## src/rtl/onl_pkg.sv

```systemverilog
// ----------------------------------------------------------------------------
// onl_pkg: shared types and constants for the object notation lexer
// Token kinds, lexer modes, token and queue record types, character helpers.
// ----------------------------------------------------------------------------
package onl_pkg;

    localparam int POS_BITS   = 32;
    localparam int QUE_DEPTH  = 4;
    localparam int QUE_AW     = $clog2(QUE_DEPTH);

    localparam logic [4:0] K_SPACE   = 5'd0;
    localparam logic [4:0] K_COMMENT = 5'd1;
    localparam logic [4:0] K_NEWLINE = 5'd2;
    localparam logic [4:0] K_STRING  = 5'd3;
    localparam logic [4:0] K_INT     = 5'd4;
    localparam logic [4:0] K_FLOAT   = 5'd5;
    localparam logic [4:0] K_LBRACE  = 5'd6;
    localparam logic [4:0] K_RBRACE  = 5'd7;
    localparam logic [4:0] K_COLON   = 5'd8;
    localparam logic [4:0] K_LBRACK  = 5'd9;
    localparam logic [4:0] K_RBRACK  = 5'd10;
    localparam logic [4:0] K_COMMA   = 5'd11;
    localparam logic [4:0] K_STAR    = 5'd12;
    localparam logic [4:0] K_PLUS    = 5'd13;
    localparam logic [4:0] K_MINUS   = 5'd14;
    localparam logic [4:0] K_SLASH   = 5'd15;
    localparam logic [4:0] K_BOOL    = 5'd16;
    localparam logic [4:0] K_END     = 5'd17;
    localparam logic [4:0] K_ERROR   = 5'd18;

    localparam logic OP_CHAR = 1'b0;
    localparam logic OP_END  = 1'b1;

    localparam logic [7:0] CH_SPACE   = 8'h20;
    localparam logic [7:0] CH_NL      = 8'h0A;
    localparam logic [7:0] CH_HASH    = 8'h23;
    localparam logic [7:0] CH_QUOTE   = 8'h22;
    localparam logic [7:0] CH_DOT     = 8'h2E;
    localparam logic [31:0] ROW_MAX   = 32'hFFFF_FFFF;

    typedef enum logic [2:0] {
        M_DEFAULT = 3'd0,
        M_SPACE   = 3'd1,
        M_COMMENT = 3'd2,
        M_STRING  = 3'd3,
        M_NUMBER  = 3'd4,
        M_WORD    = 3'd5,
        M_ERROR   = 3'd6
    } t_mode;

    typedef struct packed {
        logic [4:0]  kind;
        logic [31:0] first;
        logic [31:0] final_pos;
        logic [31:0] row;
    } t_token;

    // one queue entry: the tokens one input item causes (one or two)
    typedef struct packed {
        logic   two;
        t_token tok0;
        t_token tok1;
    } t_rec;

    function automatic t_token mk_tok(input logic [4:0] kind,
                                      input logic [POS_BITS-1:0] first,
                                      input logic [POS_BITS-1:0] last,
                                      input logic [31:0] row);
        t_token t;
        t.kind      = kind;
        t.first     = 32'(first);
        t.final_pos = 32'(last);
        t.row       = row;
        return t;
    endfunction

    function automatic logic is_digit(input logic [7:0] c);
        return (c >= 8'h30) && (c <= 8'h39);
    endfunction

    // single-character punctuation; returns {hit, kind}
    function automatic logic [5:0] single_kind(input logic [7:0] c);
        logic [5:0] r;
        case (c)
            8'h7B:   r = {1'b1, K_LBRACE};
            8'h7D:   r = {1'b1, K_RBRACE};
            8'h3A:   r = {1'b1, K_COLON};
            8'h5B:   r = {1'b1, K_LBRACK};
            8'h5D:   r = {1'b1, K_RBRACK};
            8'h2C:   r = {1'b1, K_COMMA};
            8'h2A:   r = {1'b1, K_STAR};
            8'h2B:   r = {1'b1, K_PLUS};
            8'h2D:   r = {1'b1, K_MINUS};
            8'h2F:   r = {1'b1, K_SLASH};
            default: r = {1'b0, K_SPACE};
        endcase
        return r;
    endfunction

    // expected lower-case letter at index k of "false" or "true"
    function automatic logic [7:0] word_char(input logic is_false, input logic [2:0] k);
        logic [7:0] r;
        r = 8'h00;
        if (is_false) begin
            case (k)
                3'd0:    r = 8'h66;
                3'd1:    r = 8'h61;
                3'd2:    r = 8'h6C;
                3'd3:    r = 8'h73;
                3'd4:    r = 8'h65;
                default: r = 8'h00;
            endcase
        end else begin
            case (k)
                3'd0:    r = 8'h74;
                3'd1:    r = 8'h72;
                3'd2:    r = 8'h75;
                3'd3:    r = 8'h65;
                default: r = 8'h00;
            endcase
        end
        return r;
    endfunction

endpackage

```

## src/rtl/onl_front.sv

```systemverilog
// ----------------------------------------------------------------------------
// onl_front: lexer front end
// Accepts one item per cycle while the queue has room, updates the lexer state
// and builds a record of the tokens that the item completes.
// ----------------------------------------------------------------------------
module onl_front (
    input  logic            i_clk,
    input  logic            i_rst_n,
    input  logic            i_valid,
    input  logic            i_op,
    input  logic [7:0]      i_char,
    input  logic            i_q_full,
    output logic            o_push,
    output onl_pkg::t_rec   o_rec
);

    onl_pkg::t_mode              r_mode, n_mode;
    logic [4:0]                  r_pkind, n_pkind;
    logic [onl_pkg::POS_BITS-1:0] r_pfirst, n_pfirst;
    logic [onl_pkg::POS_BITS-1:0] r_pos, n_pos;
    logic [31:0]                 r_row, n_row;
    logic [2:0]                  r_wcnt, n_wcnt;
    logic                        r_wfalse, n_wfalse;

    logic                        accept;
    logic                        a_v, b_v, again, match;
    onl_pkg::t_token             a_tok, b_tok;
    logic [onl_pkg::POS_BITS-1:0] prev_pos;
    logic [2:0]                  wlen;
    logic [7:0]                  lc;
    logic [5:0]                  sk;

    assign accept   = i_valid && !i_q_full;
    assign prev_pos = (r_pos == '0) ? '0 : r_pos - onl_pkg::POS_BITS'(1);
    assign wlen     = r_wfalse ? 3'd5 : 3'd4;
    assign lc       = ((i_char >= 8'h41) && (i_char <= 8'h5A)) ? i_char + 8'd32 : i_char;
    assign match    = (r_wcnt < wlen) && (lc == onl_pkg::word_char(r_wfalse, r_wcnt));
    assign sk       = onl_pkg::single_kind(i_char);

    always_comb begin
        n_mode   = r_mode;
        n_pkind  = r_pkind;
        n_pfirst = r_pfirst;
        n_pos    = r_pos;
        n_row    = r_row;
        n_wcnt   = r_wcnt;
        n_wfalse = r_wfalse;
        a_v      = 1'b0;
        b_v      = 1'b0;
        again    = 1'b0;
        a_tok    = onl_pkg::mk_tok(r_pkind, r_pfirst, prev_pos, r_row);
        b_tok    = onl_pkg::mk_tok(onl_pkg::K_END, r_pos, r_pos, r_row);

        if (i_op == onl_pkg::OP_END) begin
            if (r_mode == onl_pkg::M_WORD) begin
                a_v   = 1'b1;
                a_tok = onl_pkg::mk_tok(onl_pkg::K_ERROR, r_pfirst, prev_pos, r_row);
            end else if (r_mode != onl_pkg::M_DEFAULT && r_mode != onl_pkg::M_ERROR) begin
                a_v = 1'b1;
            end
            b_v      = 1'b1;
            n_mode   = onl_pkg::M_DEFAULT;
            n_pkind  = onl_pkg::K_SPACE;
            n_pfirst = '0;
            n_pos    = '0;
            n_row    = 32'd1;
            n_wcnt   = 3'd0;
            n_wfalse = 1'b0;
        end else begin
            unique case (r_mode)
                onl_pkg::M_DEFAULT: again = 1'b1;
                onl_pkg::M_SPACE:   again = (i_char != onl_pkg::CH_SPACE);
                onl_pkg::M_COMMENT: again = (i_char == onl_pkg::CH_NL);
                onl_pkg::M_NUMBER: begin
                    if (i_char == onl_pkg::CH_DOT) n_pkind = onl_pkg::K_FLOAT;
                    else if (!onl_pkg::is_digit(i_char)) again = 1'b1;
                end
                onl_pkg::M_STRING: begin
                    if (i_char == onl_pkg::CH_QUOTE) begin
                        a_v    = 1'b1;
                        a_tok  = onl_pkg::mk_tok(onl_pkg::K_STRING, r_pfirst, r_pos, r_row);
                        n_mode = onl_pkg::M_DEFAULT;
                    end
                end
                onl_pkg::M_WORD: begin
                    a_v = 1'b0;
                    if (match) begin
                        n_wcnt = r_wcnt + 3'd1;
                        if (r_wcnt + 3'd1 == wlen) begin
                            a_v    = 1'b1;
                            a_tok  = onl_pkg::mk_tok(onl_pkg::K_BOOL, r_pfirst, r_pos, r_row);
                            n_mode = onl_pkg::M_DEFAULT;
                            n_wcnt = 3'd0;
                        end
                    end else begin
                        a_v    = 1'b1;
                        a_tok  = onl_pkg::mk_tok(onl_pkg::K_ERROR, r_pfirst, r_pos, r_row);
                        n_mode = onl_pkg::M_ERROR;
                        n_wcnt = 3'd0;
                    end
                end
                default: n_mode = onl_pkg::M_ERROR;
            endcase

            if (again) begin
                // close whatever run was open, then treat the char from scratch
                if (r_mode != onl_pkg::M_DEFAULT) a_v = 1'b1;
                n_mode = onl_pkg::M_DEFAULT;
                if (onl_pkg::is_digit(i_char)) begin
                    n_mode   = onl_pkg::M_NUMBER;
                    n_pkind  = onl_pkg::K_INT;
                    n_pfirst = r_pos;
                end else if (i_char == onl_pkg::CH_SPACE) begin
                    n_mode   = onl_pkg::M_SPACE;
                    n_pkind  = onl_pkg::K_SPACE;
                    n_pfirst = r_pos;
                end else if (i_char == onl_pkg::CH_HASH) begin
                    n_mode   = onl_pkg::M_COMMENT;
                    n_pkind  = onl_pkg::K_COMMENT;
                    n_pfirst = r_pos;
                end else if (i_char == onl_pkg::CH_QUOTE) begin
                    n_mode   = onl_pkg::M_STRING;
                    n_pkind  = onl_pkg::K_STRING;
                    n_pfirst = r_pos;
                end else if (i_char == onl_pkg::CH_NL) begin
                    if (r_row != onl_pkg::ROW_MAX) n_row = r_row + 32'd1;
                    b_v   = 1'b1;
                    b_tok = onl_pkg::mk_tok(onl_pkg::K_NEWLINE, r_pos, r_pos, n_row);
                end else if (sk[5]) begin
                    b_v   = 1'b1;
                    b_tok = onl_pkg::mk_tok(sk[4:0], r_pos, r_pos, r_row);
                end else if (lc == 8'h66 || lc == 8'h74) begin
                    n_mode   = onl_pkg::M_WORD;
                    n_pkind  = onl_pkg::K_BOOL;
                    n_pfirst = r_pos;
                    n_wfalse = (lc == 8'h66);
                    n_wcnt   = 3'd1;
                end else begin
                    b_v    = 1'b1;
                    b_tok  = onl_pkg::mk_tok(onl_pkg::K_ERROR, r_pos, r_pos, r_row);
                    n_mode = onl_pkg::M_ERROR;
                end
            end

            if (r_pos != '1) n_pos = r_pos + onl_pkg::POS_BITS'(1);
        end
    end

    assign o_push    = accept && (a_v || b_v);
    assign o_rec.two  = a_v && b_v;
    assign o_rec.tok0 = a_v ? a_tok : b_tok;
    assign o_rec.tok1 = b_tok;

    always_ff @(posedge i_clk) begin
        if (!i_rst_n) begin
            r_mode   <= onl_pkg::M_DEFAULT;
            r_pkind  <= onl_pkg::K_SPACE;
            r_pfirst <= '0;
            r_pos    <= '0;
            r_row    <= 32'd1;
            r_wcnt   <= 3'd0;
            r_wfalse <= 1'b0;
        end else if (accept) begin
            r_mode   <= n_mode;
            r_pkind  <= n_pkind;
            r_pfirst <= n_pfirst;
            r_pos    <= n_pos;
            r_row    <= n_row;
            r_wcnt   <= n_wcnt;
            r_wfalse <= n_wfalse;
        end
    end

    a_err_sticky: assert property (@(posedge i_clk) disable iff (!i_rst_n)
        (r_mode == onl_pkg::M_ERROR && accept && i_op == onl_pkg::OP_CHAR)
        |=> (r_mode == onl_pkg::M_ERROR))
        else $error("error mode left before end of input");

    a_end_resets: assert property (@(posedge i_clk) disable iff (!i_rst_n)
        (accept && i_op == onl_pkg::OP_END)
        |=> (r_mode == onl_pkg::M_DEFAULT && r_pos == '0 && r_row == 32'd1))
        else $error("state not cleared after end of input");

endmodule

```

## src/rtl/onl_queue.sv

```systemverilog
// ----------------------------------------------------------------------------
// onl_queue: token record queue
// Small register FIFO between the lexer front end and the output back end.
// ----------------------------------------------------------------------------
module onl_queue (
    input  logic            i_clk,
    input  logic            i_rst_n,
    input  logic            i_push,
    input  onl_pkg::t_rec   i_rec,
    input  logic            i_pop,
    output logic            o_full,
    output logic            o_valid,
    output onl_pkg::t_rec   o_rec
);

    onl_pkg::t_rec                r_mem [onl_pkg::QUE_DEPTH];
    logic [onl_pkg::QUE_AW-1:0]   r_wr, r_rd;
    logic [onl_pkg::QUE_AW:0]     r_cnt, n_cnt;
    logic                         do_pop;

    assign o_full  = (r_cnt == (onl_pkg::QUE_AW + 1)'(onl_pkg::QUE_DEPTH));
    assign o_valid = (r_cnt != '0);
    assign o_rec   = r_mem[r_rd];
    assign do_pop  = i_pop && o_valid;

    always_comb begin
        n_cnt = r_cnt;
        if (i_push && !do_pop) n_cnt = r_cnt + (onl_pkg::QUE_AW + 1)'(1);
        else if (!i_push && do_pop) n_cnt = r_cnt - (onl_pkg::QUE_AW + 1)'(1);
    end

    always_ff @(posedge i_clk) begin
        if (i_push) r_mem[r_wr] <= i_rec;
    end

    always_ff @(posedge i_clk) begin
        if (!i_rst_n) begin
            r_wr  <= '0;
            r_rd  <= '0;
            r_cnt <= '0;
        end else begin
            if (i_push) r_wr <= r_wr + onl_pkg::QUE_AW'(1);
            if (do_pop) r_rd <= r_rd + onl_pkg::QUE_AW'(1);
            r_cnt <= n_cnt;
        end
    end

    a_no_overflow: assert property (@(posedge i_clk) disable iff (!i_rst_n)
        !(i_push && o_full))
        else $error("push into full queue");

    a_cnt_bound: assert property (@(posedge i_clk) disable iff (!i_rst_n)
        r_cnt <= (onl_pkg::QUE_AW + 1)'(onl_pkg::QUE_DEPTH))
        else $error("queue count out of range");

endmodule

```

## src/rtl/onl_back.sv

```systemverilog
// ----------------------------------------------------------------------------
// onl_back: token output back end
// Pops queue records and delivers their one or two tokens through an output
// register, flagging the last token of each record.
// ----------------------------------------------------------------------------
module onl_back (
    input  logic            i_clk,
    input  logic            i_rst_n,
    input  logic            i_q_valid,
    input  onl_pkg::t_rec   i_q_rec,
    output logic            o_q_pop,
    input  logic            i_stall,
    output logic            o_valid,
    output onl_pkg::t_token o_tok,
    output logic            o_last
);

    logic            r_valid;
    onl_pkg::t_token r_tok;
    logic            r_last;
    logic            r_has2;
    onl_pkg::t_token r_tok2;
    logic            load;

    assign load    = !r_valid || !i_stall;
    assign o_q_pop = load && !r_has2 && i_q_valid;

    always_ff @(posedge i_clk) begin
        if (!i_rst_n) begin
            r_valid <= 1'b0;
            r_has2  <= 1'b0;
        end else if (load) begin
            if (r_has2) begin
                r_valid <= 1'b1;
                r_has2  <= 1'b0;
            end else if (i_q_valid) begin
                r_valid <= 1'b1;
                r_has2  <= i_q_rec.two;
            end else begin
                r_valid <= 1'b0;
            end
        end
    end

    always_ff @(posedge i_clk) begin
        if (load) begin
            if (r_has2) begin
                r_tok  <= r_tok2;
                r_last <= 1'b1;
            end else if (i_q_valid) begin
                r_tok  <= i_q_rec.tok0;
                r_last <= !i_q_rec.two;
                r_tok2 <= i_q_rec.tok1;
            end
        end
    end

    assign o_valid = r_valid;
    assign o_tok   = r_tok;
    assign o_last  = r_last;

    a_second_behind_first: assert property (@(posedge i_clk) disable iff (!i_rst_n)
        r_has2 |-> (r_valid && !r_last))
        else $error("second token held without a first one on the output");

endmodule

```

## src/rtl/object_notation_lexer_top.sv

```systemverilog
// ----------------------------------------------------------------------------
// object_notation_lexer_top: streaming lexer for a JSON-like notation
// Front end lexes one character per cycle, while the queue has room, into a
// record queue; back end delivers the completed tokens with position and line.
// ----------------------------------------------------------------------------
//  channel | direction | handshake          | payload
//  --------+-----------+--------------------+-----------------------------------
//  input   | in        | i_valid / o_stall  | i_op, i_in_char
//  tokens  | out       | o_valid / i_stall  | o_token_kind/first/final/row,
//          |           |                    | o_last_of_run
//
//  One item is accepted per cycle while the four-entry record queue has room.
//  Each token takes its own slot on the output port: an item closing a run and
//  starting a single-character token yields two, so the output port sets the
//  rate for such items. Tokens pass through the queue entry and then the back
//  end output register. Synchronous active-low reset clears the lexer state
//  and queue. Output stall backs up through the queue to o_stall.
// ----------------------------------------------------------------------------
module object_notation_lexer_top (
    input  logic        i_clk,
    input  logic        i_rst_n,
    input  logic        i_valid,
    output logic        o_stall,
    input  logic        i_op,
    input  logic [7:0]  i_in_char,
    output logic        o_valid,
    input  logic        i_stall,
    output logic [4:0]  o_token_kind,
    output logic [31:0] o_token_first,
    output logic [31:0] o_token_final,
    output logic [31:0] o_token_row,
    output logic        o_last_of_run
);

    logic            q_full, q_push, q_valid, q_pop;
    onl_pkg::t_rec   f_rec, q_rec;
    onl_pkg::t_token tok;

    onl_front u_front (
        .i_clk    (i_clk),
        .i_rst_n  (i_rst_n),
        .i_valid  (i_valid),
        .i_op     (i_op),
        .i_char   (i_in_char),
        .i_q_full (q_full),
        .o_push   (q_push),
        .o_rec    (f_rec)
    );

    onl_queue u_queue (
        .i_clk   (i_clk),
        .i_rst_n (i_rst_n),
        .i_push  (q_push),
        .i_rec   (f_rec),
        .i_pop   (q_pop),
        .o_full  (q_full),
        .o_valid (q_valid),
        .o_rec   (q_rec)
    );

    onl_back u_back (
        .i_clk     (i_clk),
        .i_rst_n   (i_rst_n),
        .i_q_valid (q_valid),
        .i_q_rec   (q_rec),
        .o_q_pop   (q_pop),
        .i_stall   (i_stall),
        .o_valid   (o_valid),
        .o_tok     (tok),
        .o_last    (o_last_of_run)
    );

    assign o_stall       = q_full;
    assign o_token_kind  = tok.kind;
    assign o_token_first = tok.first;
    assign o_token_final = tok.final_pos;
    assign o_token_row   = tok.row;

endmodule
```

## config.mk

```make
export PLATFORM = sky130hd
export DESIGN_NAME = object_notation_lexer_top
export DESIGN_NICKNAME = d
export VERILOG_FILES = /design/src/rtl/onl_pkg.sv /design/src/rtl/onl_front.sv /design/src/rtl/onl_queue.sv /design/src/rtl/onl_back.sv /design/src/rtl/object_notation_lexer_top.sv
export SDC_FILE = /design/constraint.sdc
export NUM_CORES = 1
export LEC_CHECK = 0
export ABC_AREA = 1
export BUFFER_PORTS_ARGS = -buffer_cell sky130_fd_sc_hd__buf_2
export CAP_MARGIN = 20
export CORE_AREA = 2 2 378 380
export DETAILED_ROUTE_END_ITERATION = 8
export DIE_AREA = 0 0 380 382
export MAX_ROUTING_LAYER = met4
export PLACE_DENSITY = 0.54
export SLEW_MARGIN = 20
export SYNTH_ARGS = -nofsm -noshare
export SYNTH_HDL_FRONTEND = slang
export SYNTH_SLANG_ARGS = --single-unit
```

## constraint.sdc

```tcl
create_clock -name i_clk -period 11 [get_ports i_clk]
set_input_delay 0.55 -clock i_clk [delete_from_list [all_inputs] [get_ports i_clk]]
set_output_delay 0.55 -clock i_clk [all_outputs]
set_load 0.1 [all_outputs]
```

==> impl_metrics.csv <==
group,metric,value,unit
hold_path,hold_start,"i_rst_n",
hold_path,min_path_type,"in -> reg",
die,fp-row-count,138,
place,port_buffers,116,
sta,timing.final.crit_share,43.9,%
clock_network,clock_sinks,974,
power,power_density,273,nW/um2
flow_run,drv_cap,0,
power,p_seq_share,40.0,%
detailed_routing,drt_first_iter_violations,2607,
sta,finalCriticalPeriod,4.82,ns
layout,nets,4003,
detailed_routing,wl_per_cell,19.2,um
power,clockPowerShare,26.8,%
detailed_routing,route.detailed.vias_per_inst,4.92,
clock_network,clk_path_buf_depth,3,
hold_path,holdPathEnd,"u_queue.r_wr[1]",
detailed_routing,drtPass1Iterations,6,
detailed_routing,vias,29300,
die,core-area,141000,um2
hold_path,hold_depth,3,
global_route,grt_pass1_wl,174000,um
power,p_leak,16.9,nW
sta,finalClockSkew,0.0228,ns
critical_path,cp_max_fo,56,
synth,synth.ff_latch_count,974,
synth,seq_area_frac_synth,66.8,%
clock_network,cts_resized,0,
global_route,overflow,0,
synth,syn_area,42000,um2
critical_path,worstPathRequired,11.30,ns
power,pwr-share-comb,33.2,%
die,die_w,380,um
place,dp_cells,5762,
clock_network,clockRootBuffer,"clkbuf_16",
detailed_routing,remaining_drc_errors,0,
synth,async_reset_ff_share,0,%
global_route,grt.total_usage,15.8,%
power,vdd.ir_drop.worst,291,uV
power,p_int,7.82,mW
clock_network,clk_latency,0.69,ns
critical_path,start_kind,"flop",
layout,final_common_cell,"edfxtp_1",
place,gp_congestion,0.926,
critical_path,r2r-start,"u_front.r_wcnt[0]",
critical_path,ff2ff_setup_slack,6.18,ns
clock_network,htreeDepth,3,
sta,tns,0,ns
critical_path,crit_arrival,5.12,ns
power,swShare,40.1,%
synth,synth.distinct_cells,48,
clock_network,cts_buffers,97,
sta,max_slew.worst_pin.slew,1.05,ns
detailed_routing,antenna_left,0,
sta,hold_violations,0,
sta,rsz0062_at_grt,"no",
detailed_routing,routed_wl,115000,um
global_route,antenna_found_initial,6,
synth,synth-edff-count,855,
global_route,grt_pass1_vias,28000,
die,die_y,382,um
die,initial_core_util,29.8,%
sta,relSlewSlack,30.1,%
synth,syn_inst,3948,
synth,synth_flop_cell,"edfxtp_1",
power,power.switching,5.23,mW
run_status,outcome,"finished clean",
sta,fmaxAchievable,0.207,GHz
clock_network,cts_tree,"done",
critical_path,worst-setup-path-type,"reg -> reg",
clock_network,path_clk_slew,0.07,ns
clock_network,cts_setup_buffers,0,
critical_path,reg2regPathDepth,13,
sta,slew_viol_final,0,
sta,finalSetupViolations,0,
global_route,grt_max_degree,188,
synth,syn_nets,3979,
layout,final_cell_mix,"edfxtp_1 (855), nand2_1 (793), nor2_1 (526), o21ai_0 (358), a21oi_1 (254)",
synth,synth_warnings,0,
critical_path,reg2reg_to,"u_queue.r_mem[2][22]",
die,die_area,145000,um2
layout,syn2layout_area_growth,13.6,%
critical_path,end_kind,"flop",
layout,drive_gt1_share,9.14,%
die,ioPinCount,117,
place,hpwl,68900,um
layout,n_fill_cell,14300,
clock_network,holdBufCountCts,0,
layout,instances_no_fill,5954,
synth,synth.avg_cell_area,10.6,um2
-- stage by stage --
| stage | total power [mW] | hold WS [ns] | area [um2] | worst slack, ns | util (%) |
|---|---|---|---|---|---|
| after floorplan | 8.50 | 0.434 | 42000 | 1.04 | - |
| after global placement | 9.65 | 0.446 | 44300 | 5.81 | 31.4 |
| after detailed placement | 9.68 | 0.450 | 44300 | 5.78 | 31.5 |
| after CTS | 13.2 | 0.237 | 47700 | 6.16 | 33.9 |
| after global routing | 13.6 | 0.284 | 47700 | 5.74 | 33.9 |
| final | 13.1 | 0.285 | 47700 | 6.18 | 33.9 |
-- cell families after synthesis --
kind of cell | Yosys count | synth area share [%]
buffers and inverters | 450 | 4.42
XOR/XNOR | 58 | 1.21
flip-flops | 974 | 66.8
AND/OR/NAND/NOR | 1603 | 15.7
adder cells (fa/ha/maj) | 18 | 0.554
AO/OA/AOI/OAI | 845 | 11.4
-- worst max-delay path, cell delays in order (launching register included) --
cell and delay (ns):
dfxtp_1 0.41, inv_1 0.13, ha_1 0.27, o21ai_0 0.28
o2111ai_1 0.20, nand3_1 0.14, nand2_2 0.15, nand3_2 0.13
nand2_2 0.09, nand3_1 0.16, nand2_1 0.28, nor2_4 0.48
buf_4 0.78, buf_4 0.81
-- state kept, by name (all words and copies together), names as in the netlist, named ones only --
signal and count:
u_front.r_pos 32, u_queue.r_rd 2, u_back.o_valid 1, u_front.r_mode 3, u_back.r_has2 1, u_back.o_last 1
u_queue.r_cnt 3, u_back.r_tok2 69, u_front.r_wcnt 3, u_front.r_row 32, u_front.r_pkind 5, u_queue.r_mem 684
u_front.r_wfalse 1, u_back.o_tok 101, u_front.r_pfirst 32, u_queue.r_wr 2
-- how the worst max path moves through the flow --
stage	end	cells past startpoint	startpoint	slack (ns)
after floorplan	u_queue.r_mem[0][0]	18	i_in_char[5]	1.04
after global placement	u_queue.r_mem[2][22]	20	i_in_char[5]	5.81
after detailed placement	u_queue.r_mem[2][22]	20	i_in_char[5]	5.78
after CTS	u_queue.r_mem[2][22]	13	u_front.r_wcnt[0]	6.16
after global routing	u_queue.r_mem[2][23]	17	u_front.r_wcnt[0]	5.74
final	u_queue.r_mem[2][22]	13	u_front.r_wcnt[0]	6.18
-- Yosys cell counts, types with 9 or more instances --
cell,count,area share [%]
edfxtp_1,855,61
nand2_1,793,7.1
nor2_1,530,4.7
o21ai_0,358,4.3
a21oi_1,254,3.0
inv_1,199,1.8
clkbuf_1,164,1.5
dfxtp_1,119,5.7
nand3_1,98,1.2
nor3_1,88,1.0
o22ai_1,75,1.1
a221o_1,64,1.5
xor2_1,57,1.2
a31oi_1,44,0.66
nand4_1,35,0.52
buf_2,29,0.35
o21ai_1,29,0.35
nor4_1,21,0.31
buf_1,18,0.16
ha_1,17,0.51
buf_6,14,0.38
inv_2,14,0.13
nand2_2,10,0.15
nor2_2,9,0.13
-- final cells by class --
class,count,area [um2],share of cell area (%)
clock inverter,56,714,1.50
multi-input combinational,2524,12100,25.4
timing repair buffer,157,941,1.97
tap,1890,2360,4.95
clock buffer,128,2670,5.59
inverter,218,838,1.76
antenna,7,17.5,0.0367
sequential,974,28100,58.8
-- power by group through the flow --
stage               Sequential [mW]  Clock [mW]  Combinational (mW)
floorplan                      6.76           0                1.74
global placement               5.30           0                4.36
detailed placement             5.30           0                4.38
CTS                            5.23        3.57                4.39
global route                   5.29        3.69                4.65
finish                         5.22        3.50                4.34
-- layer usage --
layer	part of all wire, %	GRT usage [%]	vias to the layer above
met4	2.0	4.58	0
met3	5.7	2.28	136
met5	0	-	-
li1	-	-	14000
met2	45	24.1	795
met1	47	22.0	14400
(Power assumes the default switching activity.)
